==> config.mk <==
export PLATFORM = sky130hd
export DESIGN_NAME = modular_exponentiation
export DESIGN_NICKNAME = d
export VERILOG_FILES = /design/src/rtl/core/mexp_pkg.sv /design/src/rtl/core/mexp_mulmod.sv /design/src/rtl/core/modular_exponentiation.sv
export SDC_FILE = /design/constraint.sdc
export NUM_CORES = 1
export LEC_CHECK = 0
export BUFFER_PORTS_ARGS = -buffer_cell sky130_fd_sc_hd__buf_2
export CORE_ASPECT_RATIO = 0.6
export CORE_MARGIN = 2
export CORE_UTILIZATION = 45
export CTS_CLUSTER_SIZE = 25
export DETAILED_ROUTE_END_ITERATION = 10
export GPL_ROUTABILITY_DRIVEN = 0
export GPL_TIMING_DRIVEN = 0
export PLACE_DENSITY_LB_ADDON = 0.25
export SYNTH_ARGS = -nofsm -noshare
export SYNTH_HDL_FRONTEND = slang
export SYNTH_SLANG_ARGS = --single-unit
==> constraint.sdc <==
create_clock -name clk -period 5.1 [get_ports clk]
set_clock_uncertainty 0.1 [all_clocks]
set_input_delay 0.765 -clock clk [delete_from_list [all_inputs] [get_ports clk]]
set_output_delay 0.765 -clock clk [all_outputs]
set_load 0.005 [all_outputs]
==> src/rtl/core/mexp_pkg.sv <==
`timescale 1ns / 1ps
// Shared types and constants of the modular exponentiation block.
// No dependencies; imported by every module of the block.
package mexp_pkg;

	localparam int WIDTH     = 16;
	localparam int CNT_W     = $clog2(WIDTH);
	localparam int CFG_IDX_W = 2;

	typedef logic [WIDTH-1:0] val_t;
	typedef logic [CNT_W-1:0] cnt_t;
	typedef logic [CFG_IDX_W-1:0] cfg_idx_t;

	localparam cfg_idx_t REG_EXPONENT = cfg_idx_t'(0);
	localparam cfg_idx_t REG_MODULUS  = cfg_idx_t'(1);

	// Request to the bit-serial modular multiplier.
	typedef struct packed {
		logic start;
		val_t a;
		val_t b;
	} mm_req_t;

	// Response from the bit-serial modular multiplier.
	typedef struct packed {
		logic busy;
		logic done;
		val_t res;
	} mm_rsp_t;

endpackage

==> src/rtl/core/mexp_mulmod.sv <==
`timescale 1ns / 1ps
// Bit-serial modular multiplier: (a * b) mod m, one bit of b per cycle.
// Depends on mexp_pkg.
module mexp_mulmod (
	input  logic             clk,
	input  logic             arst_n,
	input  mexp_pkg::mm_req_t req,
	input  mexp_pkg::val_t   modulus,
	output mexp_pkg::mm_rsp_t rsp
);
	import mexp_pkg::*;

	val_t acc_q;
	val_t a_q;
	val_t b_q;
	cnt_t cnt_q;
	logic busy_q;
	logic done_q;

	logic [WIDTH+1:0] sum;
	logic [WIDTH+2:0] diff1;
	logic [WIDTH+2:0] diff2;
	val_t             step;

	// Double the accumulator and add a when the current bit of b is set.
	// The sum stays below 3m, so one of three candidates is the residue.
	always_comb begin
		sum   = {1'b0, acc_q, 1'b0} + {2'b00, (b_q[WIDTH-1] ? a_q : '0)};
		diff1 = {1'b0, sum} - {3'b000, modulus};
		diff2 = {1'b0, sum} - {2'b00, modulus, 1'b0};
		if (!diff2[WIDTH+2]) begin
			step = diff2[WIDTH-1:0];
		end else if (!diff1[WIDTH+2]) begin
			step = diff1[WIDTH-1:0];
		end else begin
			step = sum[WIDTH-1:0];
		end
	end

	always_ff @(posedge clk or negedge arst_n) begin
		if (!arst_n) begin
			busy_q <= 1'b0;
			done_q <= 1'b0;
			cnt_q  <= '0;
		end else begin
			done_q <= 1'b0;
			if (busy_q) begin
				if (cnt_q == '0) begin
					busy_q <= 1'b0;
					done_q <= 1'b1;
				end else begin
					cnt_q <= cnt_q - cnt_t'(1);
				end
			end else if (req.start) begin
				busy_q <= 1'b1;
				cnt_q  <= cnt_t'(WIDTH - 1);
			end
		end
	end

	always_ff @(posedge clk) begin
		if (busy_q) begin
			acc_q <= step;
			b_q   <= {b_q[WIDTH-2:0], 1'b0};
		end else if (req.start) begin
			acc_q <= '0;
			a_q   <= req.a;
			b_q   <= req.b;
		end
	end

	assign rsp.busy = busy_q;
	assign rsp.done = done_q;
	assign rsp.res  = acc_q;

endmodule

==> src/rtl/core/modular_exponentiation.sv <==
`timescale 1ns / 1ps
// Each modular multiplication runs in the bit-serial multiplier. A modulus below two
// skips the arithmetic and gives zero.
// The block works on one item at a time: a new input is taken only once the previous
// result has moved to the output register.
// Reset (arst_n, asynchronous, active low) clears the control state and loads
// exponent 0 and modulus all ones.
module modular_exponentiation (
	input  logic                clk,
	input  logic                arst_n,
	input  logic                cfg_we,
	input  mexp_pkg::cfg_idx_t  cfg_index,
	input  mexp_pkg::val_t      cfg_data,
	input  logic                in_valid,
	output logic                in_stall,
	input  mexp_pkg::val_t      plain_value,
	output logic                out_valid,
	input  logic                out_stall,
	output mexp_pkg::val_t      power_result
);
	import mexp_pkg::*;

	localparam logic [2:0] ST_IDLE = 3'd0;
	localparam logic [2:0] ST_RED  = 3'd1;
	localparam logic [2:0] ST_SQR  = 3'd2;
	localparam logic [2:0] ST_MUL  = 3'd3;
	localparam logic [2:0] ST_DONE = 3'd4;

	// Configuration registers.
	val_t exponent_q;
	val_t modulus_q;

	// Per-item working state.
	logic [2:0] state_q;
	val_t       exp_q;
	val_t       base_q;
	val_t       acc_q;
	cnt_t       bit_q;

	// Output register: a finished result waits here while the next item starts.
	logic out_valid_q;
	val_t result_q;

	mm_req_t mm_req;
	mm_rsp_t mm_rsp;

	logic in_xfer;
	logic out_free;

	assign in_xfer  = in_valid && (state_q == ST_IDLE);
	assign out_free = !out_valid_q || !out_stall;

	// Configuration writes; an index beyond the list is ignored.
	always_ff @(posedge clk or negedge arst_n) begin
		if (!arst_n) begin
			exponent_q <= '0;
			modulus_q  <= '1;
		end else if (cfg_we) begin
			unique case (cfg_index)
				REG_EXPONENT: exponent_q <= cfg_data;
				REG_MODULUS:  modulus_q  <= cfg_data;
				default: ;
			endcase
		end
	end

	// Multiplier request. The input is first reduced as 1 * plain_value mod m,
	// which the serial doubling handles correctly even for operands above m.
	// Each exponent bit, most significant first, squares the accumulator and,
	// when the bit is set, multiplies it by the reduced base.
	always_comb begin
		mm_req.start = 1'b0;
		mm_req.a     = acc_q;
		mm_req.b     = acc_q;
		unique case (state_q)
			ST_IDLE: begin
				mm_req.start = in_xfer && (modulus_q > val_t'(1));
				mm_req.a     = val_t'(1);
				mm_req.b     = plain_value;
			end
			ST_RED: begin
				mm_req.start = mm_rsp.done;
				mm_req.a     = val_t'(1);
				mm_req.b     = val_t'(1);
			end
			ST_SQR: begin
				mm_req.a = mm_rsp.res;
				if (exp_q[bit_q]) begin
					mm_req.start = mm_rsp.done;
					mm_req.b     = base_q;
				end else begin
					mm_req.start = mm_rsp.done && (bit_q != '0);
					mm_req.b     = mm_rsp.res;
				end
			end
			ST_MUL: begin
				mm_req.start = mm_rsp.done && (bit_q != '0);
				mm_req.a     = mm_rsp.res;
				mm_req.b     = mm_rsp.res;
			end
			ST_DONE: ;
			default: ;
		endcase
	end

	always_ff @(posedge clk or negedge arst_n) begin
		if (!arst_n) begin
			state_q     <= ST_IDLE;
			out_valid_q <= 1'b0;
		end else begin
			// A new result replaces the old one in the same cycle that the old
			// one is transferred out.
			if ((state_q == ST_DONE) && out_free) begin
				out_valid_q <= 1'b1;
			end else if (out_valid_q && !out_stall) begin
				out_valid_q <= 1'b0;
			end
			unique case (state_q)
				ST_IDLE: begin
					if (in_xfer) begin
						state_q <= (modulus_q > val_t'(1)) ? ST_RED : ST_DONE;
					end
				end
				ST_RED: begin
					if (mm_rsp.done) begin
						state_q <= ST_SQR;
					end
				end
				ST_SQR: begin
					if (mm_rsp.done) begin
						if (exp_q[bit_q]) begin
							state_q <= ST_MUL;
						end else if (bit_q == '0) begin
							state_q <= ST_DONE;
						end
					end
				end
				ST_MUL: begin
					if (mm_rsp.done) begin
						state_q <= (bit_q == '0) ? ST_DONE : ST_SQR;
					end
				end
				ST_DONE: begin
					if (out_free) begin
						state_q <= ST_IDLE;
					end
				end
				default: state_q <= ST_IDLE;
			endcase
		end
	end

	// Working registers carry payload only and need no reset.
	always_ff @(posedge clk) begin
		unique case (state_q)
			ST_IDLE: begin
				if (in_xfer) begin
					exp_q <= exponent_q;
					acc_q <= '0;
				end
			end
			ST_RED: begin
				if (mm_rsp.done) begin
					base_q <= mm_rsp.res;
					bit_q  <= cnt_t'(WIDTH - 1);
				end
			end
			ST_SQR: begin
				if (mm_rsp.done) begin
					acc_q <= mm_rsp.res;
					if (!exp_q[bit_q] && (bit_q != '0)) begin
						bit_q <= bit_q - cnt_t'(1);
					end
				end
			end
			ST_MUL: begin
				if (mm_rsp.done) begin
					acc_q <= mm_rsp.res;
					if (bit_q != '0) begin
						bit_q <= bit_q - cnt_t'(1);
					end
				end
			end
			ST_DONE: begin
				if (out_free) begin
					result_q <= acc_q;
				end
			end
			default: ;
		endcase
	end

	mexp_mulmod u_mulmod (
		.clk     (clk),
		.arst_n  (arst_n),
		.req     (mm_req),
		.modulus (modulus_q),
		.rsp     (mm_rsp)
	);

	// Input transfers are taken only between items.
	assign in_stall     = (state_q != ST_IDLE);
	assign out_valid    = out_valid_q;
	assign power_result = result_q;

endmodule

After elaboration in Yosys (flattened, before gate mapping)

Index checks and enable logic that the tools add are counted.

Bitwise gates (word level): 1
Add/sub/neg operators: 5
Equality and inequality tests: 15
$lt $le $gt $ge: 2
Reduce and logical (&&, ||, !) cells: 31
Multiplexer cells: 41

Operators with widths:

| cell                                                        | number |
|---|---|
| 2-to-1 mux 16 bit                                           | 10 |
| case mux 33 bit (4 select lines)                            | 1 |
| 2-to-1 mux 4 bit                                            | 8 |
| case mux 16 bit (2 select lines)                            | 1 |
| 2-to-1 mux 3 bit                                            | 9 |
| subtractor 18 x 16 -> 19 bit                                | 1 |
| subtractor 18 x 17 -> 19 bit                                | 1 |
| adder 17 x 16 -> 18 bit                                     | 1 |
| > comparator 16 x 1 -> 1 bit (second input constant)        | 1 |
| case mux 3 bit (5 select lines)                             | 1 |
| AND reduction 2 bit                                         | 7 |
| case mux 4 bit (3 select lines)                             | 1 |
| AND reduction 6 bit                                         | 2 |
| != test 2 bit (second input constant)                       | 5 |
| 2-to-1 mux 1 bit                                            | 9 |
| zero test 4 bit                                             | 2 |
| != test 2 x 1 -> 1 bit (second input constant)              | 4 |
| subtractor 4 x 1 -> 4 bit (second input constant)           | 2 |
| == test 3 x 2 -> 1 bit (second input constant)              | 2 |
| logical AND 1 bit                                           | 6 |
| nonzero test 2 bit                                          | 3 |
| nonzero test 3 bit                                          | 2 |
| less-than comparator 4 x 5 -> 1 bit (second input constant) | 1 |
| binary-select mux 1 bit (select 4 bit)                      | 1 |
| 12 further kinds                                            | 14 |

Bits in registers: 158
Word-level logic and storage cells: 111
Bits of input ports: 39

Depth between registers and ports, before layout

Gate-level depths: netlist of the first run.

Depth after elaboration: 7
Depth in mapped cells: 20
Gate-level depth less buffers: 18

By module

A second synthesis of the first run with hierarchy kept.

Cells, all modules: 775
Area, all modules: 8996.1 um2

Modules (own cells, without submodules):

| module                 | sequential area each (um2) | cells each | area each (um2) | times used |
|---|---|---|---|---|
| mexp_mulmod            | 1581.5                     | 477        | 4545.6          | 1 |
| modular_exponentiation | 2962.8                     | 298        | 4450.5          | 1 |

Least setup slack after synthesis of the first run

No wires, ideal clock.

Path kind: register to register
From: register u_mulmod.b_q[15]
To: register u_mulmod.acc_q[10], data pin
Required time: 4725 ps
Clock period less this slack: 4281 ps
Stages on the path, launching flop included: 19
Arrival: 3906 ps
Slack: 819 ps
Path through: edfxtp_1 clkbuf_1 nand2_1 fa_1 nand2b_1 a21oi_1 o21ai_0 a21boi_0 o21ai_0 and2_1 ha_1 a21o_1 a21oi_1 o21ai_0 a221o_1 and4_1 clkbuf_1 a2111oi_0 a2111oi_0

Longest elaborated chain between the ends: 6

Ends and longest elaborated chain:

| what                         | RTL line          | source |
|---|---|---|
| start: declaration           | mexp_mulmod.sv:15 | `val_t b_q;` |
| start signal: assignment     | mexp_mulmod.sv:64 | `b_q <= {b_q[WIDTH-2:0], 1'b0};` |
| start signal: assignment     | mexp_mulmod.sv:68 | `b_q <= req.b;` |
| 2-to-1 mux 16 bit *          | mexp_mulmod.sv:28 | `sum = {1'b0, acc_q, 1'b0} + {2'b00, (b_q[WIDTH-1] ? a_q : '0)};` |
| adder 17 x 16 -> 18 bit *    | mexp_mulmod.sv:28 |  |
| subtractor 18 x 16 -> 19 bit | mexp_mulmod.sv:29 | `diff1 = {1'b0, sum} - {3'b000, modulus};` |
| 2-to-1 mux 16 bit            | mexp_mulmod.sv:33 | `end else if (!diff1[WIDTH+2]) begin` |
| 2-to-1 mux 16 bit *          | mexp_mulmod.sv:31 | `if (!diff2[WIDTH+2]) begin` |
| 2-to-1 mux 16 bit *          | mexp_mulmod.sv:62 | `if (busy_q) begin` |
| end signal: assignment       | mexp_mulmod.sv:63 | `acc_q <= step;` |
| end: declaration             | mexp_mulmod.sv:13 | `val_t acc_q;` |

Mark *: on every way between the ends. The rest lies on a longest branch, timed or not.
A chain may end at the register's enable or synchronous reset.

Worst setup path in the final report of the first run

From: register u_mulmod.b_q[15]
To: register u_mulmod.acc_q[6], data pin

Same word-level chain as after synthesis.

==> out/qor_table.md, run 1 <==
| Step | Metric | This run |
|---|---|---|
| yosys | Top cells by area in the synthesized netlist | sky130_fd_sc_hd__edfxtp_1 38%, sky130_fd_sc_hd__dfrtp_1 7.2%, sky130_fd_sc_hd__ha_1 6.9% |
| setup path | Required time at the worst-slack endpoint | 5.24 ns |
| floorplan | Floorplan die area | 21200 sq um |
| timing | Final Cycle Share | 95.9% |
| yosys | Biggest area consumer among synthesized cells | sky130_fd_sc_hd__edfxtp_1 |
| placement | Buffers on Ports | 56 |
| floorplan | Initial cell density of the core | 45.5% |
| setup path | Endpoint class of the critical path | flop |
| yosys | Share of flip-flops with an asynchronous set or reset | 26.6% |
| yosys | Net count after synthesis | 916 |
| setup path | Critical path startpoint category | flop |
| drt | Post-detailed-route count of antenna-violating nets | 0 |
| grt | Vias in the first global route | 6219 |
| yosys | Number of flops mapped to enable cells by yosys | 115 |
| timing | Number of slew-limit violations in the final report | 0 |
| timing | Total Neg Setup Slack | 0 ns |
| run status | Outcome | finished clean |
| setup path | Largest stage delay, worst path | 0.40 ns |
| drt | Total met3 wirelength after detailed routing | 2320 um |
| timing | Count of final setup violators | 0 |
| yosys | Number of synthesized register bits | 158 |
| timing | Worst Slack Setup Final | 0.211 ns |
| setup path | Worst path arrival time | 5.03 ns |
| drt | Drt first-iter violations | 683 |
| cells and area | Fill cell total of the finished layout | 1809 |
| timing | Maximum clock frequency | 205 MHz |
| placement | HPWL after detailed placement | 17600 um |
| cells and area | # nets final | 1001 |
| clock tree | Number of sinks on the clock net | 158 |
| drt | Total via count after detailed routing | 6947 |
| cells and area | Layout-stage area growth over the synthesis result | 15.9% |
| clock tree | Master cell of the clock root buffer | sky130_fd_sc_hd__clkbuf_16 |
| timing | Worst Hold Margin | 0.330 ns |
| cells and area | Multi-input gate area in the final layout | 4330 sq um |
| grt | Global-route wire length before repair | 36100 um |
| job | Number of maximum-capacitance violations | 0 |
| clock tree | TritonCTS clock tree | built |
| yosys | Warnings, synthesis | 0 |
| floorplan | Placeable Area | 19800 sq um |
| clock tree | Number of buffers inserted during clock tree synthesis | 17 |
| cells and area | Fraction of final layout cells with drive strength greater than 1 | 21.5% |
| worst hold path | Tightest Hold Check Type | reg2reg |
| yosys | Top FF cell, synth | sky130_fd_sc_hd__edfxtp_1 |
| yosys | Number of instances in the synthesized netlist | 824 |
| cells and area | Number of diodes | 0 |
| floorplan | DIE HEIGHT | 114 um |
| timing | Worst rel slew slack | 12.2% |
| floorplan | Count of standard-cell rows | 40 |
| clock tree | Skew-Pair Late Insertion Delay | 0.44 ns |
| drt | Metal1 wirelength | 11900 um |
| yosys | Avg Cell Area, Syn | 10.9 sq um |
| floorplan | Die span in x | 187 um |
| drt | Number of iterations in the first detailed-routing pass | 9 |
| yosys | Netlist Area Pre-Place | 9010 sq um |
| cells and area | FF/Latch Area | 4540 sq um |
| yosys | Unique cell type count in the Yosys netlist | 64 |
| drt | Routed length per instance | 19.4 um |
| floorplan | Top Ports | 57 |
| grt | Initial antenna violation count | 0 |
| setup path | Cells traversed along the worst timing path | buf_4 > and2_1 > ha_1 > inv_1 > fa_1 > nand2b_1 > a21oi_2 > buf_4 > o21a_1 > nor3_1 > nor2_1 > ha_1 > a21oi_1 > o21ai_0 > a21oi_1 > o31ai_4 > a32oi_4 > clkbuf_4 > nand3_1 > a311oi_1 |
| grt | Maximum number of pins on one net before global-route repair | 43 |
| clock tree | Clock edge transition at the registers on the reported setup and hold paths | 0.07 ns |
| yosys | Register area share after synthesis | 50.4% |
| timing | Number of hold-slack violations in the final timing report | 0 |
| drt | Total detailed-routing wirelength | 23200 um |
| clock tree | Number of buffers inserted by hold repair at cts | 0 |
| drt | Post-route DRC | 0 |
| drt | Uppermost layer routed | met4 |
| drt | Met2 wirelength from detailed routing | 8760 um |
| drt | Number of vias per cell | 5.81 |
| clock tree | # H-tree levels | 4 |
| yosys | Area share of the largest cell type after synthesis | 38.3% |
| setup path | Kind of critical path | reg2reg |
| grt | Total global routing track utilization | 22.5% |
| setup path | Peak fanout along the critical path | 10 |
| placement | Setup Slack @ Placement | -0.577 ns |
| setup path | Worst path slowest cell | sky130_fd_sc_hd__fa_1 |
| setup path | Largest delay share family, worst path | compound AO/OA/AOI/OAI gates |
| timing | Clock period minus final worst setup slack | 4.89 ns |
| yosys | Top-count cell post-synth | sky130_fd_sc_hd__edfxtp_1 |
| setup path | Worst path bufs/invs | 4 |
| clock tree | Buffer depth of the longest clock path | 2 |
| grt | Congestion Overflow GR | 0 |
| setup path | Setup slack of the worst register-to-register path | 0.21 ns |
| timing | Slew at the pin closest to its max-slew limit | 1.31 ns |
| yosys | Most frequent cells after synthesis | 115 x sky130_fd_sc_hd__edfxtp_1, 82 x sky130_fd_sc_hd__nand2_1, 56 x sky130_fd_sc_hd__a21oi_1 |
path summary, 6_finish.rpt:
path | depth (start not counted) | from | endpoint
max | 20 | u_mulmod.b_q[15] | u_mulmod.acc_q[6]
min | 0 | exponent_q[7] | exp_q[7]
max reg2reg | 20 | u_mulmod.b_q[15] | u_mulmod.acc_q[6]
min reg2reg | 0 | exponent_q[7] | exp_q[7]
max in group asynchronous | 1 | arst_n | exponent_q[1]
min in group asynchronous | 1 | arst_n | out_valid
worst reg2reg max path: cells and delay by family (launching register included):
| family | cells | cell delay [ns] |
|---|---|---|
| simple gates | 5 | 0.74 |
| buf+inv | 4 | 0.70 |
| fa+ha+maj | 3 | 0.96 |
| flops | 1 | 0.38 |
| compound gates | 8 | 1.79 |
through the flow:
stage / area, sq um / util, % / instances
final: 10400 / 52.7 / 1195
after global routing: 10400 / 52.7 / 1195
after CTS: 10200 / 51.7 / 1188
after detailed placement: 9670 / 48.8 / 1155
after global placement: 9630 / 48.6 / 1153
after floorplan: 9010 / - / 824
per-layer routing:
| layer | GRT usage [%] | vias up |
|---|---|---|
| li1 | - | 3267 |
| met5 | 0 | - |
| met1 | 36.9 | 3365 |
| met4 | 5.24 | 0 |
| met2 | 28.3 | 299 |
| met3 | 6.34 | 16 |
cell type report:
cell class | count | area share [%]
flip-flops and latches | 158 | 43.5
multi-input cells | 592 | 41.4
clock buffers | 21 | 4.22
repair buffers | 67 | 3.58
well taps | 273 | 3.27
inverters | 44 | 1.58
plain buffers | 29 | 1.35
clock inverters | 11 | 1.04
sequential cells by signal, summed over array words and instances (netlist names):
| signal | flops |
|---|---|
| acc_q | 16 |
| base_q | 16 |
| bit_q | 4 |
| exp_q | 16 |
| exponent_q | 16 |
| modulus_q | 16 |
| out_valid | 1 |
| power_result | 16 |
| state_q | 3 |
| u_mulmod.a_q | 16 |
| u_mulmod.acc_q | 16 |
| u_mulmod.b_q | 16 |
| u_mulmod.busy_q | 1 |
| u_mulmod.cnt_q | 4 |
| u_mulmod.done_q | 1 |
kinds of logic after synthesis:
| kind of cell | synth area share, % |
|---|---|
| AO/OA/AOI/OAI | 16.9 |
| XOR/XNOR | 3.11 |
| adder cells (fa/ha/maj) | 7.61 |
| buffers and inverters | 3.21 |
| flip-flops | 50.4 |
| multiplexers | 5.71 |
| AND/OR/NAND/NOR | 13.0 |
what timing repair did:
action / in CTS / in global routing
gates resized for setup: 8 / 36
pin swaps: 2 / 8
endpoints found under the setup margin: 16 / 16
setup buffers: 1 / 8
placed cells by master, fill, tap and decap left out, types with 4 or more instances in the layout:
master,n
sky130_fd_sc_hd__nor2_1,38
sky130_fd_sc_hd__a21oi_2,6
sky130_fd_sc_hd__a221oi_1,16
sky130_fd_sc_hd__mux2_2,33
sky130_fd_sc_hd__mux4_2,5
sky130_fd_sc_hd__a311oi_2,6
sky130_fd_sc_hd__a311oi_1,6
sky130_fd_sc_hd__nand3_1,19
sky130_fd_sc_hd__nand4_1,7
sky130_fd_sc_hd__clkbuf_1,20
sky130_fd_sc_hd__buf_2,61
sky130_fd_sc_hd__a211oi_1,7
sky130_fd_sc_hd__edfxtp_1,115
sky130_fd_sc_hd__dfrtp_1,26
sky130_fd_sc_hd__xor2_1,14
sky130_fd_sc_hd__inv_1,42
sky130_fd_sc_hd__clkinvlp_4,4
sky130_fd_sc_hd__a21o_1,31
sky130_fd_sc_hd__nor2b_1,7
sky130_fd_sc_hd__or3_1,8
sky130_fd_sc_hd__xnor2_1,17
sky130_fd_sc_hd__ha_1,49
sky130_fd_sc_hd__a21oi_1,50
sky130_fd_sc_hd__clkbuf_16,17
sky130_fd_sc_hd__nand2b_1,10
sky130_fd_sc_hd__nor4_1,4
sky130_fd_sc_hd__o21ai_0,48
sky130_fd_sc_hd__o211ai_1,10
sky130_fd_sc_hd__buf_4,9
sky130_fd_sc_hd__dfstp_2,16
sky130_fd_sc_hd__o21a_1,5
sky130_fd_sc_hd__and2_1,35
sky130_fd_sc_hd__nand2_1,82
sky130_fd_sc_hd__o21bai_1,5
sky130_fd_sc_hd__nor3_1,12
Power of run 1 is left out: the tool's default activity adds up to more than one toggle a clock period on the data nets, which glitch-free logic cannot reach.
==> inputs of run 2 (changes only) <==
- CORE_UTILIZATION: 45 -> 40
- SETUP_SLACK_MARGIN: default -> 0.4
- TNS_END_PERCENT: default -> 10
==> run 2 against run 1 <==
Cell count rose by 2.1%. Global-route usage decreased by 1.4 points. Critical path depth decreased by 3. Die area rose by 12%. Critical path type unchanged. Via count is 3.5% higher. Sequential cell count did not move. Worst setup slack improved by 0.26 ns. Utilization down 3.7 points. Wire length is 8.1% higher. Maximum frequency increased by 5.5%. Hold slack improved by 0.014 ns. Highest routed layer unchanged. Cell area up 3.6%.
==> out/qor_table.md, run 2 (same netlist as run 1, synthesis figures left out) <==
| Step | Metric | This run | Delta |
|---|---|---|---|
| run status | Outcome | finished clean |  |
| setup path | Largest stage delay, worst path | 0.53 ns | +0.13 ns |
| floorplan | Count of standard-cell rows | 42 | +5.0% |
| clock tree | Skew-Pair Late Insertion Delay | 0.44 ns | about the same |
| setup path | Critical path startpoint category | flop |  |
| drt | Post-route DRC | 0 | unchanged |
| clock tree | Number of sinks on the clock net | 158 | unchanged |
| floorplan | Floorplan die area | 23800 sq um | +12% |
| cells and area | Number of diodes | 0 | unchanged |
| drt | Post-detailed-route count of antenna-violating nets | 0 | unchanged |
| grt | Global-route wire length before repair | 37700 um | +4.5% |
| timing | Maximum clock frequency | 216 MHz | +5.5% |
| cells and area | Layout-stage area growth over the synthesis result | 20.1% |  |
| timing | Count of final setup violators | 0 | unchanged |
| worst hold path | Tightest Hold Check Type | reg2reg |  |
| setup path | Cells traversed along the worst timing path | buf_6 > and2_1 > ha_1 > o21ai_0 > a221oi_2 > nand3b_1 > and2_4 > xnor2_4 > ha_2 > a21oi_1 > o21ai_0 > a221o_1 > and4_1 > clkbuf_4 > nor2_4 > buf_6 > a311oi_1 |  |
| drt | Total detailed-routing wirelength | 25100 um | +8.1% |
| timing | Total Neg Setup Slack | 0 ns | unchanged |
| setup path | Worst path bufs/invs | 3 | -1 |
| timing | Clock period minus final worst setup slack | 4.63 ns | -0.256 ns |
| timing | Worst rel slew slack | 21.9% | +9.7 points |
| grt | Initial antenna violation count | 0 | unchanged |
| floorplan | Initial cell density of the core | 40.8% | -4.6 points |
| cells and area | Commonest non-fill, non-tap cell in the layout | sky130_fd_sc_hd__edfxtp_1 |  |
| clock tree | # H-tree levels | 4 | unchanged |
| drt | Number of iterations in the first detailed-routing pass | 5 | -4 |
| placement | Buffers on Ports | 56 | unchanged |
| cells and area | Final non-filler cell total | 1220 | +2.1% |
| cells and area | Commonest cells after routing, fill and taps aside | 115 x sky130_fd_sc_hd__edfxtp_1, 81 x sky130_fd_sc_hd__nand2_1, 63 x sky130_fd_sc_hd__buf_2 |  |
| drt | Total via count after detailed routing | 7191 | +3.5% |
| grt | Congestion Overflow GR | 0 | unchanged |
| placement | Number of placed instances with taps included | 1168 | +1.1% |
| grt | Maximum number of pins on one net before global-route repair | 43 | unchanged |
| setup path | Peak fanout along the critical path | 7 | -3 |
| setup path | Worst path slowest cell | sky130_fd_sc_hd__edfxtp_1 |  |
| timing | Number of hold-slack violations in the final timing report | 0 | unchanged |
| placement | HPWL after detailed placement | 18000 um | +2.4% |
| clock tree | TritonCTS clock tree | built |  |
| setup path | Kind of critical path | reg2reg |  |
| clock tree | Number of buffers inserted during clock tree synthesis | 17 | unchanged |
| floorplan | Placeable Area | 22100 sq um | +11% |
| setup path | Endpoint class of the critical path | flop |  |
| floorplan | DIE HEIGHT | 120 um | +5.9% |
| setup path | Required time at the worst-slack endpoint | 5.15 ns | -0.09 ns |
| grt | Vias in the first global route | 6448 | +3.7% |
| drt | Number of vias per cell | 5.89 | +1.4% |
| timing | Number of slew-limit violations in the final report | 0 | unchanged |
| clock tree | Buffer depth of the longest clock path | 2 | unchanged |
| clock tree | Number of buffers inserted by hold repair at cts | 0 | unchanged |
| cells and area | # nets final | 1013 | +1.2% |
| cells and area | Fraction of final layout cells with drive strength greater than 1 | 25.3% | +3.8 points |
| timing | Unrepaired setup endpoints after global routing | false |  |
| clock tree | Master cell of the clock root buffer | sky130_fd_sc_hd__clkbuf_16 |  |
| clock tree | Clock edge transition at the registers on the reported setup and hold paths | 0.07 ns | about the same |
| grt | Total global routing track utilization | 21.2% | -1.4 points |
| timing | Slew at the pin closest to its max-slew limit | 1.16 ns | -0.145 ns |
| floorplan | Top Ports | 57 | unchanged |
| floorplan | Die span in x | 198 um | +5.9% |
| job | Number of maximum-capacitance violations | 0 | unchanged |
| drt | Drt first-iter violations | 822 | +20% |
| setup path | Worst path arrival time | 4.68 ns | -0.35 ns |
| drt | Routed length per instance | 20.6 um | +5.9% |
| timing | Final Cycle Share | 90.8% | -5.0 points |
| setup path | Largest delay share family, worst path | compound AO/OA/AOI/OAI gates |  |
## run 2: worst paths after layout
check | cells after the start | endpoint | slack, ns | start
max | 17 | u_mulmod.acc_q[4] | 0.47 | u_mulmod.b_q[15]
min | 0 | exp_q[15] | 0.34 | exponent_q[15]
max reg2reg | 17 | u_mulmod.acc_q[4] | 0.47 | u_mulmod.b_q[15]
min reg2reg | 0 | exp_q[15] | 0.34 | exponent_q[15]
max in group asynchronous | 1 | exponent_q[14] | 3.85 | arst_n
min in group asynchronous | 1 | u_mulmod.cnt_q[0] | 0.39 | arst_n
## run 2: stage by stage
step	setup WS, ns	hold WS, ns	utilization, %	area, sq um
after floorplan	0.819	0.321	-	9010
after global placement	-0.440	0.327	43.7	9650
after detailed placement	-0.497	0.330	43.9	9680
after CTS	0.381	0.344	47.5	10500
after global routing	0.337	0.349	49.0	10800
final	0.467	0.345	49.0	10800
## run 2: routing by layer
metal | track usage (%) | vias up | part of all wire [%]
met1 | 35.5 | 3589 | 52
met3 | 4.74 | 25 | 7.9
met2 | 26.8 | 291 | 39
li1 | - | 3286 | -
met4 | 4.28 | 0 | 0.91
met5 | 0 | - | 0
## run 2: area by class of cell
| cell class | count | area (sq um) |
|---|---|---|
| repair buffers | 78 | 485 |
| clock inverters | 10 | 72.6 |
| multi-input cells | 592 | 4540 |
| flip-flops and latches | 158 | 4540 |
| well taps | 286 | 358 |
| clock buffers | 22 | 497 |
| fillers | 1983 | 11200 |
| inverters | 44 | 165 |
| plain buffers | 30 | 159 |
## run 2: repair_timing
action / 4_1_cts / 5_1_grt
endpoints found under the hold margin: 0 / 0
pin swaps: 11 / 24
gates cloned: 1 / 1
gates resized for setup: 37 / 58
buffers inserted: 13 / 4
setup endpoints to repair: 16 / 16
Power of run 2 is left out for the same reason.
